`src/hdl/ifhg_pkg.sv`:
```
// ----------------------------------------------------------------------------
// IPv4 fragment header generator package
// Request and result types, controller commands and status, shared constants.
// ----------------------------------------------------------------------------
package ifhg_pkg;

  typedef enum logic {
    OpLoad = 1'b0,
    OpEmit = 1'b1
  } ifhg_op_e;

  typedef struct packed {
    logic        opcode;
    logic [4:0]  word_index;
    logic [15:0] header_word;
    logic [15:0] packet_length;
  } ifhg_in_t;

  typedef struct packed {
    logic [15:0] fragment_total_length;
    logic [15:0] offset_field;
    logic        more_fragments;
    logic [15:0] header_checksum;
    logic [15:0] payload_start;
    logic [15:0] payload_length;
    logic        unfragmented;
    logic        last_fragment;
    logic        header_error;
  } ifhg_out_t;

  typedef struct packed {
    logic wr_en;
    logic cap_in;
    logic hdr_cap;
    logic frag_cap;
    logic sweep;
    logic res_load;
  } ifhg_cmd_t;

  typedef struct packed {
    logic hdr_err;
    logic sum_last;
  } ifhg_sts_t;

  localparam logic [15:0] CfgReset    = 16'd1480;
  localparam logic [15:0] MinMtu      = 16'd8;
  localparam logic [3:0]  MinIhl      = 4'd5;
  localparam int unsigned FragNumW    = 14;
  localparam int unsigned SumW        = 21;
  localparam int unsigned WordTotLen  = 1;
  localparam int unsigned WordFragOff = 3;
  localparam int unsigned WordCksum   = 5;

endpackage

```
`src/hdl/ifhg_datapath.sv`:
```
// ----------------------------------------------------------------------------
// IPv4 fragment header datapath
// Header word store, length checks, fragment position, checksum sweep and
// result register.
// ----------------------------------------------------------------------------
module ifhg_datapath
  import ifhg_pkg::*;
#(
  parameter int unsigned MAX_HEADER_WORDS = 30
) (
  input  logic       clk_i,
  input  logic       rst_ni,
  input  ifhg_in_t   in_data_i,
  input  logic       cfg_we_i,
  input  logic [15:0] cfg_wdata_i,
  input  ifhg_cmd_t  cmd_i,
  output ifhg_sts_t  sts_o,
  output ifhg_out_t  out_data_o
);

  localparam int unsigned PW = $clog2(MAX_HEADER_WORDS);
  localparam logic [5:0]  MaxWords = 6'(MAX_HEADER_WORDS);
  localparam logic [PW:0] Depth    = (PW+1)'(MAX_HEADER_WORDS);

  logic [15:0] mem [MAX_HEADER_WORDS];
  logic [15:0] rdata_q;
  logic [PW:0] rd_addr;

  logic [15:0] cfg_q;
  logic [15:0] plen_q;
  logic [FragNumW-1:0] frag_q, fnext_q;

  logic [5:0]  hlen_q;
  logic [4:0]  hwords_q;
  logic [15:0] dlen_q, mtu_q;
  logic        err_q, unfrag_q;
  logic [29:0] start_raw_q;
  logic [15:0] start_q, fdl_q, off_q;
  logic        mf_q;
  logic [PW-1:0] pos_q;
  logic [SumW-1:0] sum_q;
  logic [15:0] w1_q, w3_q, w5_q;
  ifhg_out_t   out_q, out_d;

  logic [15:0] mtu_raw, mtu_c;
  logic [3:0]  ihl;
  logic [5:0]  hlen_c;
  logic [4:0]  hwords_c;
  logic [15:0] hlen_ext, dlen_c;
  logic [29:0] prod_c;
  logic        restart;
  logic [15:0] start_c, rem_c, fdl_c;
  logic        mf_c;
  logic [FragNumW-1:0] f_eff;
  logic [15:0] word_c;
  logic [16:0] fold1;
  logic [15:0] fold2;

  assign rd_addr = cmd_i.sweep ? ({1'b0, pos_q} + (PW+1)'(1)) : '0;

  always_ff @(posedge clk_i) begin
    if (cmd_i.wr_en && (in_data_i.word_index < 5'(MAX_HEADER_WORDS))) begin
      mem[in_data_i.word_index[PW-1:0]] <= in_data_i.header_word;
    end
    if (rd_addr < Depth) begin
      rdata_q <= mem[rd_addr[PW-1:0]];
    end
  end

  assign mtu_raw  = {cfg_q[15:3], 3'b000};
  assign mtu_c    = (mtu_raw == 16'd0) ? MinMtu : mtu_raw;
  assign ihl      = rdata_q[11:8];
  assign hlen_c   = {ihl, 2'b00};
  assign hwords_c = {ihl, 1'b0};
  assign hlen_ext = {10'd0, hlen_c};
  assign dlen_c   = plen_q - hlen_ext;
  assign prod_c   = 30'(frag_q) * 30'(mtu_c);

  assign sts_o.hdr_err  = (ihl < MinIhl) || (hlen_ext > plen_q) ||
                          ({1'b0, hwords_c} > MaxWords);
  assign sts_o.sum_last = ((6'(pos_q) + 6'd1) == {1'b0, hwords_q});

  assign restart = (start_raw_q >= {14'd0, dlen_q});
  assign start_c = restart ? 16'd0 : start_raw_q[15:0];
  assign f_eff   = restart ? '0 : frag_q;
  assign rem_c   = dlen_q - start_c;
  assign mf_c    = (rem_c > mtu_q);
  assign fdl_c   = mf_c ? mtu_q : rem_c;

  always_comb begin
    word_c = rdata_q;
    if (pos_q == PW'(WordTotLen)) begin
      word_c = {10'd0, hlen_q} + fdl_q;
    end else if (pos_q == PW'(WordFragOff)) begin
      word_c = off_q;
    end else if (pos_q == PW'(WordCksum)) begin
      word_c = 16'd0;
    end
  end

  assign fold1 = {1'b0, sum_q[15:0]} + 17'(sum_q[SumW-1:16]);
  assign fold2 = fold1[15:0] + 16'(fold1[16]);

  always_comb begin
    out_d = '0;
    if (err_q) begin
      out_d.last_fragment = 1'b1;
      out_d.header_error  = 1'b1;
    end else if (unfrag_q) begin
      out_d.fragment_total_length = w1_q;
      out_d.offset_field          = w3_q;
      out_d.more_fragments        = w3_q[13];
      out_d.header_checksum       = w5_q;
      out_d.payload_length        = dlen_q;
      out_d.unfragmented          = 1'b1;
      out_d.last_fragment         = 1'b1;
    end else begin
      out_d.fragment_total_length = {10'd0, hlen_q} + fdl_q;
      out_d.offset_field          = off_q;
      out_d.more_fragments        = mf_q;
      out_d.header_checksum       = ~fold2;
      out_d.payload_start         = start_q;
      out_d.payload_length        = fdl_q;
      out_d.last_fragment         = ~mf_q;
    end
  end

  always_ff @(posedge clk_i or negedge rst_ni) begin
    if (!rst_ni) begin
      cfg_q  <= CfgReset;
      frag_q <= '0;
    end else begin
      if (cfg_we_i) begin
        cfg_q <= cfg_wdata_i;
      end
      if (cmd_i.res_load) begin
        frag_q <= (err_q || unfrag_q) ? '0 : fnext_q;
      end
    end
  end

  always_ff @(posedge clk_i) begin
    if (cmd_i.cap_in) begin
      plen_q <= in_data_i.packet_length;
    end
    if (cmd_i.hdr_cap) begin
      hlen_q      <= hlen_c;
      hwords_q    <= hwords_c;
      dlen_q      <= dlen_c;
      mtu_q       <= mtu_c;
      err_q       <= sts_o.hdr_err;
      unfrag_q    <= (dlen_c <= mtu_c);
      start_raw_q <= prod_c;
    end
    if (cmd_i.frag_cap) begin
      start_q <= start_c;
      fdl_q   <= fdl_c;
      mf_q    <= mf_c;
      off_q   <= {2'b00, mf_c, start_c[15:3]};
      fnext_q <= mf_c ? (f_eff + FragNumW'(1)) : '0;
      pos_q   <= '0;
      sum_q   <= '0;
    end
    if (cmd_i.sweep) begin
      sum_q <= sum_q + SumW'(word_c);
      pos_q <= pos_q + PW'(1);
      if (pos_q == PW'(WordTotLen)) begin
        w1_q <= rdata_q;
      end
      if (pos_q == PW'(WordFragOff)) begin
        w3_q <= rdata_q;
      end
      if (pos_q == PW'(WordCksum)) begin
        w5_q <= rdata_q;
      end
    end
    if (cmd_i.res_load) begin
      out_q <= out_d;
    end
  end

  assign out_data_o = out_q;

endmodule

```
`src/hdl/ifhg_ctrl.sv`:
```
// ----------------------------------------------------------------------------
// IPv4 fragment header controller
// Sequences request intake, header checks, checksum sweep and result handoff.
// ----------------------------------------------------------------------------
module ifhg_ctrl
  import ifhg_pkg::*;
(
  input  logic      clk_i,
  input  logic      rst_ni,
  input  logic      in_valid_i,
  input  logic      in_opcode_i,
  output logic      in_ready_o,
  output logic      out_valid_o,
  input  logic      out_ready_i,
  input  ifhg_sts_t sts_i,
  output ifhg_cmd_t cmd_o
);

  localparam logic [2:0] StIdle = 3'd0;
  localparam logic [2:0] StHdr  = 3'd1;
  localparam logic [2:0] StFrag = 3'd2;
  localparam logic [2:0] StSum  = 3'd3;
  localparam logic [2:0] StDone = 3'd4;

  logic [2:0] state_q, state_d;
  logic       out_valid_q, out_valid_d;

  assign in_ready_o  = (state_q == StIdle);
  assign out_valid_o = out_valid_q;

  always_comb begin
    state_d = state_q;
    cmd_o   = '0;
    unique case (state_q)
      StIdle: begin
        if (in_valid_i) begin
          if (in_opcode_i == OpEmit) begin
            cmd_o.cap_in = 1'b1;
            state_d      = StHdr;
          end else begin
            cmd_o.wr_en = 1'b1;
          end
        end
      end
      StHdr: begin
        cmd_o.hdr_cap = 1'b1;
        state_d       = sts_i.hdr_err ? StDone : StFrag;
      end
      StFrag: begin
        cmd_o.frag_cap = 1'b1;
        state_d        = StSum;
      end
      StSum: begin
        cmd_o.sweep = 1'b1;
        if (sts_i.sum_last) begin
          state_d = StDone;
        end
      end
      StDone: begin
        if (!out_valid_q || out_ready_i) begin
          cmd_o.res_load = 1'b1;
          state_d        = StIdle;
        end
      end
      default: begin
        state_d = StIdle;
      end
    endcase
  end

  always_comb begin
    out_valid_d = out_valid_q;
    if (cmd_o.res_load) begin
      out_valid_d = 1'b1;
    end else if (out_ready_i) begin
      out_valid_d = 1'b0;
    end
  end

  always_ff @(posedge clk_i or negedge rst_ni) begin
    if (!rst_ni) begin
      state_q     <= StIdle;
      out_valid_q <= 1'b0;
    end else begin
      state_q     <= state_d;
      out_valid_q <= out_valid_d;
    end
  end

endmodule

```
`src/hdl/ipv4_fragment_header_gen.sv`:
```
// ----------------------------------------------------------------------------
// IPv4 fragment header generator
// Builds length, flags/offset and checksum fields for successive fragments.
// ----------------------------------------------------------------------------
// Requests arrive on a valid/ready channel. A load request writes one 16-bit
// header word into the word store; it keeps the block idle and gives no result.
// An emit request carries the packet length and returns one result on the
// valid/ready result channel: the next fragment's fields, the unchanged
// header values when the payload fits, or an error flag for a bad header length.
// An emit runs the header check, the fragment position step, a checksum sweep
// over the N header words, N being the header length in 16-bit words (10 to
// 30), which reads the word store one word per cycle, and the result load;
// an error skips the fragment step and the sweep. The next request can be
// taken as soon as the result is registered.
// The result register lets intake go on while a result waits; a stalled
// receiver holds the block only when a second result is ready.
// Reset clears the fragment counter and sets the payload limit to 1480;
// the word store is not cleared. Write the limit only while idle.
// ----------------------------------------------------------------------------
module ipv4_fragment_header_gen
  import ifhg_pkg::*;
#(
  parameter int unsigned MAX_HEADER_WORDS = 30
) (
  input  logic        clk_i,
  input  logic        rst_ni,
  input  logic        in_valid_i,
  output logic        in_ready_o,
  input  ifhg_in_t    in_data_i,
  output logic        out_valid_o,
  input  logic        out_ready_i,
  output ifhg_out_t   out_data_o,
  input  logic        cfg_we_i,
  input  logic [15:0] cfg_wdata_i
);

  ifhg_cmd_t cmd;
  ifhg_sts_t sts;

  ifhg_ctrl u_ctrl (
    .clk_i       (clk_i),
    .rst_ni      (rst_ni),
    .in_valid_i  (in_valid_i),
    .in_opcode_i (in_data_i.opcode),
    .in_ready_o  (in_ready_o),
    .out_valid_o (out_valid_o),
    .out_ready_i (out_ready_i),
    .sts_i       (sts),
    .cmd_o       (cmd)
  );

  ifhg_datapath #(
    .MAX_HEADER_WORDS (MAX_HEADER_WORDS)
  ) u_dp (
    .clk_i       (clk_i),
    .rst_ni      (rst_ni),
    .in_data_i   (in_data_i),
    .cfg_we_i    (cfg_we_i),
    .cfg_wdata_i (cfg_wdata_i),
    .cmd_i       (cmd),
    .sts_o       (sts),
    .out_data_o  (out_data_o)
  );

endmodule

```
`config.mk`:
```
export PLATFORM = sky130hd
export DESIGN_NAME = ipv4_fragment_header_gen
export DESIGN_NICKNAME = d
export VERILOG_FILES = /design/src/hdl/ifhg_pkg.sv /design/src/hdl/ifhg_datapath.sv /design/src/hdl/ifhg_ctrl.sv /design/src/hdl/ipv4_fragment_header_gen.sv
export SDC_FILE = /design/constraint.sdc
export NUM_CORES = 2
export LEC_CHECK = 0
export BUFFER_PORTS_ARGS = -buffer_cell sky130_fd_sc_hd__buf_2
export CAP_MARGIN = 25
export CORE_MARGIN = 2
export CORE_UTILIZATION = 40
export DETAILED_ROUTE_END_ITERATION = 16
export PLACE_DENSITY_LB_ADDON = 0.12
export SLEW_MARGIN = 20
export SYNTH_ARGS = -nofsm -noshare
export SYNTH_HDL_FRONTEND = slang
export SYNTH_SLANG_ARGS = --single-unit
export TNS_END_PERCENT = 10
```
`constraint.sdc`:
```
create_clock -name clk_i -period 6.96 [get_ports clk_i]
set_input_delay 1.392 -clock clk_i [delete_from_list [all_inputs] [get_ports clk_i]]
set_output_delay 1.392 -clock clk_i [all_outputs]
set_load 0.01 [all_outputs]
```
Yosys cells after proc, flatten, opt, wreduce, memory -nomap -nowiden. Memories as Yosys holds them, arrays and structs flattened. A register that Yosys moved wholly into a read port is not among the register bits. Index checks and enable logic that the tools add are counted.

Add/sub/neg operators: 9. Multiply operators: 1. $lt $le $gt $ge: 8. Equal/unequal tests: 12. Mux-type cells: 36. Bitwise operators: 3. Reduce and logical (&&, ||, !) cells: 16.

Operators by type and width (number): $mux 16 (7); $mux 49 (1); $mux 21 (2); $ge 30x16->1 (1); $mul 14x16->30 (1); $mux 14 (2); $add 21x16->21 (1); $add 16x5->17 (1); $add 16x1->16 (1); $add 6x16->16 (1); $gt 16x16->1 (1); $gt 6x16->1 (1); $le 16x16->1 (1); $logic_not 16->1 (1); $not 16->16 (1); $sub 16x16->16 (1); $sub 16x6->16 (1); $mux 3 (5); $pmux 3 s5 (1); $add 14x1->14 const B (1); $mux 1 (13); $mux 5 (2); $add 5x1->6 const B (1); $eq 3x2->1 const B (2); other kinds (24) (35).

Flip-flop bits (word level): 337. RAM bits: 480. Input bits: 59. Word-level logic and storage cells: 117. Memories: 1.

Memory list: u_dp.mem (words 30, bits a word 16, read ports 1, clocked after Yosys merged registers in 1, wr ports 1, RTL line ifhg_datapath.sv:25) `logic [15:0] mem [MAX_HEADER_WORDS];`.

Logic depth before layout (Yosys ltp).
Word-level depth: 6. Mapped depth: 26. Mapped depth without buffers: 25.

Cells and area by module. From an unflattened synthesis, not the netlist that was laid out.

Cells, all modules: 3297. Area, all modules: 40671.5 um^2.

By module, submodules not included: ifhg_datapath (instances 1, cells an instance 3273, area each 40437.5 um^2, sequential area each 23864.1 um^2); ifhg_ctrl (instances 1, cells an instance 24, area each 234.0 um^2, sequential area each 100.1 um^2).

Least setup slack after synthesis. OpenSTA, ideal clock, no wires.

Path kind: register to register. From: reg u_dp.cfg_q[15]. To: reg u_dp.start_raw_q[26] (data pin). Setup time: 0.135 ns. Arrival: 6.197 ns. Required time: 6.825 ns. Setup slack: 0.628 ns. Cell stages (with the launch flop): 22. Clock period less this slack: 6.332 ns. Path through: dfrtp_1 -> nor4_1 -> a31o_2 -> clkbuf_1 -> nand2_1 -> fa_1 -> fa_1 -> inv_1 -> fa_1 -> fa_1 -> fa_1 -> inv_1 -> fa_1 -> inv_1 -> ha_1 -> a211o_1 -> a211oi_1 -> o21ai_0 -> a41oi_1 -> o21ai_0 -> or4_1 -> nand3_1.

Longest elaborated chain between the ends: 3.

Ends and longest elaborated chain: from (decl) (RTL line ifhg_datapath.sv:29) `logic [15:0] cfg_q;`; from (signal assigned) (RTL line ifhg_datapath.sv:130) `cfg_q <= CfgReset;`; from (signal assigned) (RTL line ifhg_datapath.sv:134) `cfg_q <= cfg_wdata_i;`; $logic_not 16->1 (RTL line ifhg_datapath.sv:71) `assign mtu_c = (mtu_raw == 16'd0) ? MinMtu : mtu_raw;`; $mux 16 (RTL line ifhg_datapath.sv:71); net u_dp.mtu_c[3] (RTL line ifhg_datapath.sv:45) `logic [15:0] mtu_raw, mtu_c;`; $mul 14x16->30 (RTL line ifhg_datapath.sv:77) `assign prod_c = 30'(frag_q) * 30'(mtu_c);`; net u_dp.prod_c[26] (RTL line ifhg_datapath.sv:50) `logic [29:0] prod_c;`; to (signal assigned) (RTL line ifhg_datapath.sv:153) `start_raw_q <= prod_c;`; to (decl) (RTL line ifhg_datapath.sv:37) `logic [29:0] start_raw_q;`.

The timed path passes the listed nets, and every way through them passes these cells. A chain may end at the register's enable or synchronous reset.

Worst setup path in the final report.
From: reg u_dp.cfg_q[10]. To: reg u_dp.start_raw_q[27] (data pin).

Longest elaborated chain between the ends: 3.

Ends and longest elaborated chain (RTL line): $logic_not 16->1 (ifhg_datapath.sv:71); $mux 16 * (ifhg_datapath.sv:71); $mul 14x16->30 * (ifhg_datapath.sv:77); net u_dp.prod_c[27] (ifhg_datapath.sv:50).

The timed path passes the listed nets; every way through them passes the cells marked *.

==> results.md <==
* Avg Inst Size Synth at 12.7 um2
* Register area share after synthesis at 58.9%
* CP Max Fanout at 12
* Leak at 0.0175 uW
* Die Height at 323 um
* Port bufs at 138
* Yosys top cell by area: edfxtp_1
* Area grow syn2layout at 13.1%
* Most numerous cell in the Yosys netlist: edfxtp_1
* Clk buf depth at 3
* Critical-path cell list: nor4_1, a31o_2, buf_4, nand2_1, fa_1, inv_1, ha_1, fa_1, ha_1, fa_1, inv_1, fa_1, inv_1, ha_1, o21ai_0, a21oi_1, o21a_1, o31ai_2, a31oi_1, a221o_1, a41oi_1, xnor2_1
* DR iter-0 viols at 2113
* Total gr overflow at 0
* Synth Cell Area at 0.0407 mm2
* Depth of the most critical reg-to-reg path at 22
* Design area at 0.0460 mm2
* Pwr per Cell Area at 441 mW/mm2
* Root Buffer: clkbuf_16
* Setup Viol. Count Final at 0
* NumNets Final at 3720
* Max cap viols at 0
* Register bit total from synthesis at 803
* Fin Setup TNS at 0 ps
* IR drop worst, VDD at 0.221 mV
* Max stage delay on crit path at 560 ps
* Leading cell types by count after synthesis: edfxtp_1 (772), nand2_1 (360), inv_1 (229), nor2_1 (229), ha_1 (176)
* First-pass DRT Iterations at 5
* Number of setup buffers added after CTS at 0
* Largest net degree at the start of global routing at 77
* Place WS at 185 ps
* Initial antenna violation count at 2
* Vias at 25.8k
* Max-slew violations at 0
* CTS tree: done
* Fin worst setup slack at 155 ps
* Post-place instance area at 0.0432 mm2
* Global-route wire length before repair at 162 mm
* Kind of cell adding the most delay to the critical path: adder cells
* Final worst-path cycle share at 97.8%
* Mapped Cells at 3212
* Critical Path AT at 7190 ps
* Core outline area at 0.101 mm2
* Post-synth EDFFs at 772
* Cell variety after synth at 79
* Initial Util at 40.2%
* Status: finished, final reports clean
* Final Skew at 41.3 ps
* RePlAce Congestion at 0.887
* Drt total wl at 108 mm
* Minimum hold slack at 475 ps
* Crit path top cell by count: fa_1
* IO Pins at 145
* Final Total Pwr at 20300 uW
* Hold path cells at 2
* RSZ-0062 raised after global routing: false
* H-tree Lvls at 3
* Synth Flop Type: edfxtp_1
* YS warnings at 0
* Detailed placer's ending HPWL at 71.6 mm
* Cts hold-fix bufs at 0
* Async set-reset flop share out of synthesis at 3.86%
* Worst skew pair latency at 680 ps
* WP buf/inv at 4
* Critical-path top delay cell: fa_1
* CP required at 7350 ps
* Number of gates resized after cts at 0
* Die ar. at 0.104 mm2
* Startpoint Class: flip-flop
* Vias in the first global route at 26.1k
* CP Class: flip-flop to flip-flop
* FILL cells at 9222
* Shortest period the worst path allows at 6800 ps
* Fmax at 147 MHz
* Routed len/inst at 22.5 um
* Slew HR at 29.0%
* Worst-margin pin slew at 1060 ps
* Share of the synthesized area in the top cell type at 56.9%
* Clock tree sinks at 803
* Final Hold Vio Count at 0
* Clk pin slew, worst setup/hold paths at 60 ps
* Critical path endpoint category: flip-flop
* Type of the most critical hold path: flip-flop to flip-flop
* Top cells by area, synth: edfxtp_1 (57%), fa_1 (6.5%), ha_1 (5.4%)
* Row count at 117
* CTS Buf Count at 87
* Gr usage total at 20.7%
* Die X at 323 um
* Vias per inst at 5.38
* Layout cell share with drive strength beyond 1 at 13.2%
* Number of routed nets with antenna violations at 0
* CP Depth at 22
* DR DRC count at 0
## layer usage
layer	part of all wire, %	up-vias	track usage, %	wire [um]
li1	-	11900	-	-
met1	45	13000	29.2	49000
met2	46	763	32.8	49300
met3	5.8	179	3.62	6210
met4	3.0	2	6.36	3250
met5	0.010	-	0	11
## layout by cell type, fill, tap and decap left out, types with 56 or more instances in the layout
cell type	synthesis	final
edfxtp_1	772	772
nand2_1	360	360
inv_1	229	228
nor2_1	229	221
ha_1	176	175
o21ai_0	155	153
buf_2	13	139
fa_1	133	133
a21oi_1	116	116
and2_1	103	103
clkbuf_16	0	88
buf_4	4	87
xnor2_1	58	56
## power breakdown
part,switching (uW),internal (uW)
combinational,5590,3360
clock,1950,2570
sequential,611,6230
total,8160,12200
## cell families after synthesis
kind of cell / after synthesis / synth area share, %
muxes: 104 / 3.71
adders and majority gates: 309 / 11.9
other: 1 / 0.00921
DFF: 803 / 58.9
and+or+nand+nor: 932 / 10.6
xor gates and xnor gates: 103 / 2.22
AOI/OAI and AO/OA: 552 / 8.82
buffers and inverters: 408 / 3.84
## worst paths after layout
check,slack [ps],start,end
setup / recovery,160,u_dp.cfg_q[10],u_dp.start_raw_q[27]
hold / removal,480,u_dp.fnext_q[7],u_dp.frag_q[7]
setup reg to reg,160,u_dp.cfg_q[10],u_dp.start_raw_q[27]
hold reg to reg,480,u_dp.fnext_q[7],u_dp.frag_q[7]
max in group asynchronous,5520,rst_ni,u_ctrl.state_q[1]
min in group asynchronous,840,rst_ni,u_dp.cfg_q[15]
## cell type report
class | count | area [um2] | share of cell area, %
Antenna cell | 3 | 7.51 | 0.0163
Clock buffer | 103 | 2260 | 4.91
Clock inverter | 56 | 543 | 1.18
Inverter | 231 | 868 | 1.89
Multi-Input combinational cell | 2003 | 15300 | 33.3
Sequential cell | 803 | 24000 | 52.1
Tap cell | 1368 | 1710 | 3.72
Timing Repair Buffer | 226 | 1350 | 2.93
## through the flow
stage	cells	util, %
after detailed placement	4631	42.7
after CTS	4790	45.4
final	4793	45.4
after global routing	4790	45.4
after floorplan	3214	-
after global placement	4630	42.6
## state kept, by name, indices dropped and copies added (netlist names), 5 cells and up
name              flops
u_dp.mem            480
u_dp.out_data_o      80
u_dp.start_raw_q     27
u_dp.sum_q           21
u_dp.dlen_q          16
u_dp.fdl_q           16
u_dp.plen_q          16
u_dp.rdata_q         16
u_dp.w1_q            16
u_dp.w3_q            16
u_dp.w5_q            16
u_dp.fnext_q         14
u_dp.frag_q          14
u_dp.cfg_q           13
u_dp.mtu_q           13
u_dp.start_q         12
u_dp.pos_q            5
## worst min-delay path, stage by stage, from the launching register on
cell,delay (ps)
edfxtp_1,350
nand2_1,60
o21ai_0,60
Power figures use the tool's default switching activity.
